`src/rtl/pft_pkg.sv`:
```
// Shared types and constants for the planar frame transform.
// Depends on nothing; every other file of the block imports it.
package pft_pkg;

	// Arctangent table, 2^32 units per full turn, one entry per iteration for up to 24 iterations
	localparam int TableLen = 24;
	localparam logic [31:0] ATAN_TAB [0:TableLen-1] = '{
		32'd536870912, 32'd316933406, 32'd167458907, 32'd85004756,
		32'd42667331,  32'd21354465,  32'd10679838,  32'd5340245,
		32'd2670163,   32'd1335087,   32'd667544,    32'd333772,
		32'd166886,    32'd83443,     32'd41722,     32'd20861,
		32'd10430,     32'd5215,      32'd2608,      32'd1304,
		32'd652,       32'd326,       32'd163,       32'd81
	};

	// CORDIC start vector, 1/K in Q2.30
	localparam logic signed [31:0] CORDIC_X0 = 32'sd652032874;
	// Quarter turn in the 16-bit angle unit (2^16 per turn), half turn in the 2^32-per-turn angle unit
	localparam logic signed [15:0] QUARTER_TURN16 = 16'sd16384;
	localparam logic signed [32:0] HALF_TURN = 33'sd2147483648;
	// Rounding bias for the Q2.30 product sum
	localparam logic signed [66:0] Q30_HALF = 67'sd536870912;
	// Saturation bounds for the Q16.16 results
	localparam logic signed [37:0] POS_MAX = 38'sd2147483647;
	localparam logic signed [37:0] POS_MIN = -38'sd2147483648;

	// Opcodes
	localparam logic OP_TO_LOCAL  = 1'b0;
	localparam logic OP_TO_GLOBAL = 1'b1;

	typedef struct packed {
		logic               opcode;
		logic signed [31:0] ref_x;
		logic signed [31:0] ref_y;
		logic signed [15:0] ref_theta;
		logic signed [31:0] ref_s;
		logic signed [31:0] pt_x;
		logic signed [31:0] pt_y;
		logic signed [15:0] pt_theta;
		logic signed [31:0] pt_kappa;
		logic signed [31:0] pt_s;
	} pft_in_t;

	typedef struct packed {
		logic signed [31:0] out_x;
		logic signed [31:0] out_y;
		logic signed [15:0] out_theta;
		logic signed [31:0] out_kappa;
		logic signed [31:0] out_s;
		logic               saturated;
	} pft_out_t;

	// Fields that travel beside the CORDIC into the rotation stages
	typedef struct packed {
		logic               opcode;
		logic signed [32:0] a;      // dx for to-local, pt_x for to-global
		logic signed [32:0] b;      // dy for to-local, pt_y for to-global
		logic signed [31:0] ref_x;
		logic signed [31:0] ref_y;
		logic signed [15:0] theta;
		logic signed [31:0] kappa;
		logic signed [31:0] s;
	} pft_side_t;

endpackage

```
`src/rtl/pft_cordic.sv`:
```
// Unrolled rotation-mode CORDIC: cosine and sine of a 16-bit binary angle in Q2.30.
// Depends on pft_pkg for the arctangent table and start vector.
module pft_cordic #(
	parameter int Iterations = 16
) (
	input  logic               clk,
	input  logic               adv,
	input  logic signed [15:0] ang,
	output logic signed [31:0] cos_o,
	output logic signed [31:0] sin_o
);
	import pft_pkg::*;

	logic signed [31:0] x_s [0:Iterations];
	logic signed [31:0] y_s [0:Iterations];
	logic signed [32:0] z_s [0:Iterations];
	logic               neg_s [0:Iterations];
	logic signed [32:0] z_in;
	logic signed [31:0] cos_q, sin_q;

	// Fold the angle into the right half plane
	always_comb begin
		z_in = $signed({ang[15], ang, 16'h0000});
		if (ang > QUARTER_TURN16) begin
			z_in = z_in - HALF_TURN;
		end else if (ang < -QUARTER_TURN16) begin
			z_in = z_in + HALF_TURN;
		end
	end

	// Load the start vector with the folded angle
	always_ff @(posedge clk) begin
		if (adv) begin
			x_s[0]   <= CORDIC_X0;
			y_s[0]   <= '0;
			z_s[0]   <= z_in;
			neg_s[0] <= (ang > QUARTER_TURN16) || (ang < -QUARTER_TURN16);
		end
	end

	// One micro-rotation per stage
	for (genvar i = 0; i < Iterations; i++) begin : g_iter
		logic signed [31:0] xs, ys;
		logic signed [32:0] t;
		assign xs = x_s[i] >>> i;
		assign ys = y_s[i] >>> i;
		assign t  = $signed({1'b0, ATAN_TAB[i]});

		always_ff @(posedge clk) begin
			if (adv) begin
				if (!z_s[i][32]) begin
					x_s[i+1] <= x_s[i] - ys;
					y_s[i+1] <= y_s[i] + xs;
					z_s[i+1] <= z_s[i] - t;
				end else begin
					x_s[i+1] <= x_s[i] + ys;
					y_s[i+1] <= y_s[i] - xs;
					z_s[i+1] <= z_s[i] + t;
				end
				neg_s[i+1] <= neg_s[i];
			end
		end
	end

	// Undo the fold by negating both components
	always_ff @(posedge clk) begin
		if (adv) begin
			cos_q <= neg_s[Iterations] ? -x_s[Iterations] : x_s[Iterations];
			sin_q <= neg_s[Iterations] ? -y_s[Iterations] : y_s[Iterations];
		end
	end

	assign cos_o = cos_q;
	assign sin_o = sin_q;

endmodule

```
`config.mk`:
```
export PLATFORM = sky130hd
export DESIGN_NAME = pft_cordic
export DESIGN_NICKNAME = d
export VERILOG_FILES = /design/src/rtl/pft_pkg.sv /design/src/rtl/pft_cordic.sv
export SDC_FILE = /design/constraint.sdc
export NUM_CORES = 2
export LEC_CHECK = 0
export BUFFER_PORTS_ARGS = -buffer_cell sky130_fd_sc_hd__buf_2
export CORE_MARGIN = 10
export CORE_UTILIZATION = 59
export DETAILED_ROUTE_END_ITERATION = 12
export PLACE_DENSITY = 0.85
export SLEW_MARGIN = 20
export SYNTH_ARGS = -nofsm -noshare
export SYNTH_HDL_FRONTEND = slang
export SYNTH_SLANG_ARGS = --single-unit
```
`constraint.sdc`:
```
create_clock -name clk -period 4.6 [get_ports clk]
set_clock_uncertainty 0.15 [all_clocks]
set_input_delay 0.23 -clock clk [delete_from_list [all_inputs] [get_ports clk]]
set_output_delay 0.23 -clock clk [all_outputs]
set_load 0.01 [all_outputs]
```
==> impl_metrics.prom <==
# TYPE chip_impl_metric gauge
chip_impl_metric{name="syn_to_final_growth",unit="%"} 20.80
chip_impl_metric{name="syn_nets",unit=""} 13670
chip_impl_metric{name="io_pins",unit=""} 82
chip_impl_metric{name="layout.area.seq",unit="sq um"} 43690
chip_impl_metric{name="count_of_flip_flops_with_a_built_in_enable_after_synthesis",unit=""} 1455
chip_impl_info{name="clk_root_buffer_cell",value="sky130_fd_sc_hd__clkbuf_16"} 1
chip_impl_metric{name="global_route_total_usage_across_every_layer",unit="%"} 28.58
chip_impl_metric{name="worst-endpoint-required",unit="ps"} 5020
chip_impl_metric{name="detailedPlacementHpwl",unit="um"} 258600
chip_impl_info{name="violated_checks",value="setup timing"} 1
chip_impl_metric{name="core_region_area",unit="sq um"} 201700
chip_impl_metric{name="setup_violations_final",unit=""} 22
chip_impl_metric{name="timing.hold.ws",unit="ps"} 174.2
chip_impl_info{name="crit_slowest_cell",value="sky130_fd_sc_hd__or4_4"} 1
chip_impl_info{name="min_path_type",value="input port to register"} 1
chip_impl_metric{name="min_period_over_period",unit="%"} 108.1
chip_impl_metric{name="critical-path-max-stage-delay",unit="ps"} 560
chip_impl_metric{name="syn_inst",unit=""} 12210
chip_impl_metric{name="grt_start_max_net_pins",unit=""} 159
chip_impl_metric{name="synth.distinct_cells",unit=""} 96
chip_impl_metric{name="critical_path_peak_fanout",unit=""} 3
chip_impl_metric{name="synth_area_per_inst",unit="sq um"} 9.780
chip_impl_metric{name="tritoncts_num_sinks",unit=""} 1455
chip_impl_metric{name="final_max_slew_viol_count",unit=""} 0
chip_impl_metric{name="initial_core_util",unit="%"} 59.19
chip_impl_info{name="layout_common_cells",value="sky130_fd_sc_hd__buf_4, sky130_fd_sc_hd__edfxtp_1, sky130_fd_sc_hd__ha_1"} 1
chip_impl_metric{name="drt_drc_violations_left",unit=""} 0
chip_impl_metric{name="final_util",unit="%"} 71.50
chip_impl_metric{name="route.final.wire_length",unit="um"} 336000
chip_impl_metric{name="clock.fmax",unit="MHz"} 201.1
chip_impl_info{name="synthTopCellsByArea",value="sky130_fd_sc_hd__edfxtp_1, sky130_fd_sc_hd__ha_1, sky130_fd_sc_hd__xnor2_1, sky130_fd_sc_hd__a21oi_1, sky130_fd_sc_hd__xor2_1"} 1
chip_impl_metric{name="grt_first_pass_wirelength",unit="um"} 525200
chip_impl_metric{name="layout_min_cycle_time",unit="ps"} 4973
chip_impl_metric{name="wire_per_inst",unit="um"} 20.18
chip_impl_metric{name="h-tree-depth",unit=""} 4
chip_impl_metric{name="finalWorstSetupSlack",unit="ps"} -373.1
chip_impl_metric{name="slew_headroom",unit="%"} 21.11
chip_impl_metric{name="finish.net_count",unit=""} 15300
chip_impl_info{name="setup_repair_after_global_routing_missed_its_margin",value="true"} 1
chip_impl_metric{name="final.fill_count",unit=""} 14170
chip_impl_metric{name="cp.arrival",unit="ps"} 5400
chip_impl_metric{name="port_buffers",unit=""} 81
chip_impl_metric{name="ys_async_sr_fraction",unit="%"} 0
chip_impl_info{name="critical_path_class",value="register to register"} 1
chip_impl_metric{name="grt_pass1_vias",unit=""} 100200
chip_impl_info{name="synth_flop_cell",value="sky130_fd_sc_hd__edfxtp_1"} 1
chip_impl_metric{name="vias_per_cell",unit=""} 6.137
chip_impl_metric{name="synth_largest_type_area_fraction",unit="%"} 36.60
chip_impl_metric{name="cap_viol_max_count",unit=""} 0
chip_impl_metric{name="drt_pre_antenna_iters",unit=""} 8
chip_impl_metric{name="drt-initial-drc-count",unit=""} 8500
chip_impl_metric{name="die_w",unit="um"} 469.8
chip_impl_metric{name="ant_nets",unit=""} 0
chip_impl_metric{name="fp.dieH",unit="um"} 469.8
chip_impl_info{name="synth_top_area_cell",value="sky130_fd_sc_hd__edfxtp_1"} 1
chip_impl_metric{name="multi_input_comb_area",unit="sq um"} 76930
chip_impl_metric{name="vias",unit=""} 102200
chip_impl_info{name="cts_tree",value="yes"} 1
chip_impl_metric{name="timing_worst_slew_pin_value",unit="ps"} 1183
chip_impl_metric{name="die_area",unit="sq um"} 220800
chip_impl_metric{name="antenna_found_initial",unit=""} 3
chip_impl_info{name="final_common_cell",value="sky130_fd_sc_hd__buf_4"} 1
chip_impl_info{name="worst_setup_path_end_kind",value="register"} 1
chip_impl_metric{name="clock_insertion_delay_worst_skew",unit="ps"} 830
chip_impl_metric{name="syn-cell-area",unit="sq um"} 119400
chip_impl_metric{name="synth.ff_latch_count",unit=""} 1455
chip_impl_info{name="outcome",value="finished with violations"} 1
chip_impl_metric{name="yosysWarningCount",unit=""} 0
chip_impl_metric{name="globalRouteOverflowTotal",unit=""} 0
chip_impl_metric{name="cts_buffers",unit=""} 167
chip_impl_info{name="setup.worst_path.start_class",value="register"} 1
chip_impl_metric{name="number_of_placement_rows",unit=""} 165
chip_impl_metric{name="cts.reportedPaths.clkPinSlew",unit="ps"} 60
chip_impl_metric{name="gp_congestion",unit=""} 0.9937
chip_impl_info{name="worstPathCellList",value="or4_4 > nor3_4 > nand2b_1 > or3_4 > nor2_4 > buf_6 > a21oi_2 > xor2_1 > ha_1 > a21o_1 > or3_4 > a211oi_4 > o21ai_2 > a31o_2 > a41oi_2 > a221oi_2 > a211oi_2 > o21bai_1 > xor2_1"} 1
chip_impl_metric{name="share_of_post_route_cells_with_drive_strength_above_1",unit="%"} 18.54
chip_impl_metric{name="cts-root-to-sink-buffers",unit=""} 3
chip_impl_metric{name="synth_seq_area_share",unit="%"} 36.60
chip_impl_metric{name="final-hold-violation-count",unit=""} 0
[repair_timing]
action	in CTS	in global routing
buffers inserted	50	131
setup endpoints to repair	109	191
endpoints found under the hold margin	43	0
pin swaps	131	354
hold buffers	32	0
resized for setup	225	592
[state kept, by name, summed over array words and instances (netlist names)]
name / cells
x_s: 456
y_s: 481
z_s: 437
sin_o: 32
neg_s: 17
cos_o: 32
[synth_stat cells, types with 19 or more instances]
master and instances:
sky130_fd_sc_hd__a2111oi_0 31, sky130_fd_sc_hd__and3_1 101, sky130_fd_sc_hd__ha_1 1404, sky130_fd_sc_hd__mux2i_1 62, sky130_fd_sc_hd__nor2b_1 167, sky130_fd_sc_hd__xnor2_1 1198
sky130_fd_sc_hd__nor3b_1 28, sky130_fd_sc_hd__o41ai_1 66, sky130_fd_sc_hd__nand3b_1 26, sky130_fd_sc_hd__nor2_1 957, sky130_fd_sc_hd__a31o_2 28, sky130_fd_sc_hd__a21oi_1 1228
sky130_fd_sc_hd__edfxtp_1 1455, sky130_fd_sc_hd__nand4_1 99, sky130_fd_sc_hd__a41oi_1 19, sky130_fd_sc_hd__nor3_1 277, sky130_fd_sc_hd__clkbuf_1 158, sky130_fd_sc_hd__fa_1 42
sky130_fd_sc_hd__buf_1 37, sky130_fd_sc_hd__inv_1 459, sky130_fd_sc_hd__o21bai_1 160, sky130_fd_sc_hd__and2_1 51, sky130_fd_sc_hd__nand3_1 238, sky130_fd_sc_hd__or2_2 43
sky130_fd_sc_hd__mux2_2 39, sky130_fd_sc_hd__a221oi_1 22, sky130_fd_sc_hd__or3_1 103, sky130_fd_sc_hd__a31oi_1 110, sky130_fd_sc_hd__or4_1 44, sky130_fd_sc_hd__nand2b_1 198
sky130_fd_sc_hd__a21boi_0 51, sky130_fd_sc_hd__nor4_1 81, sky130_fd_sc_hd__nand2_1 683, sky130_fd_sc_hd__o2111ai_1 19, sky130_fd_sc_hd__o31ai_1 138, sky130_fd_sc_hd__o211ai_1 33
sky130_fd_sc_hd__a211oi_1 107, sky130_fd_sc_hd__o21a_1 177, sky130_fd_sc_hd__o31a_1 32, sky130_fd_sc_hd__a21o_1 517, sky130_fd_sc_hd__o21ai_0 651, sky130_fd_sc_hd__xor2_1 579
sky130_fd_sc_hd__and4_1 33, sky130_fd_sc_hd__a211o_1 21, sky130_fd_sc_hd__a311oi_1 21
[cells by family after synthesis]
kind of cell	synth area share [%]
muxes	0.8877
buffers and inverters	2.087
adders and majority gates	15.42
xor gates and xnor gates	13.05
AOI/OAI and AO/OA	19.01
and+or+nand+nor	12.95
DFF	36.60
[routing by layer]
metal	vias to the layer above	global-route usage [%]	part of all wire, %
met5	-	0	0.0039
met4	2	11.65	4.6
met3	938	3.601	5.9
met2	3677	50.39	49
met1	48790	35.37	41
li1	48760	-	-
[final timing paths]
kind / start / end / slack [ps] / cells after the start
min: ang[15] / z_s[0][31] / 170 / 4
max: y_s[5][7] / x_s[6][29] / -370 / 19
max reg2reg: y_s[5][7] / x_s[6][29] / -370 / 19
min reg2reg: neg_s[13] / neg_s[14] / 260 / 0
[worst max-delay path, delay by kind of cell (launching register included)]
family,cells,cell delay (ps)
adders and majority gates,1,330
xor gates and xnor gates,2,330
buffers and inverters,1,120
and+or+nand+nor,6,1720
DFF,1,400
AOI/OAI and AO/OA,9,1660
[through the flow]
step           worst slack (ps)  TNS, ps  instances  area (sq um)
6_report                 -373.1    -3016      16650        144200
5_1_grt                  -548.8   -11240      16650        144200
4_1_cts                  -337.9    -1372      16540        140500
3_5_place_dp             -566.2   -19900      16150        133200
3_3_place_gp             -695.5   -11510      16150        133200
2_1_floorplan            -145.9   -254.5      12210        119500
[cell type report]
class | count | share of cell area [%]
Timing Repair Buffer | 1657 | 8.864
Tap cell | 2672 | 2.318
Inverter | 466 | 1.215
Multi-Input combinational cell | 10090 | 53.34
Clock inverter | 120 | 0.9994
Clock buffer | 188 | 2.967
Antenna cell | 1 | 0.001735
Sequential cell | 1455 | 30.30
Power is left out: the tool's default activity adds up to more than one toggle a clock period on the data nets, which glitch-free logic cannot reach.
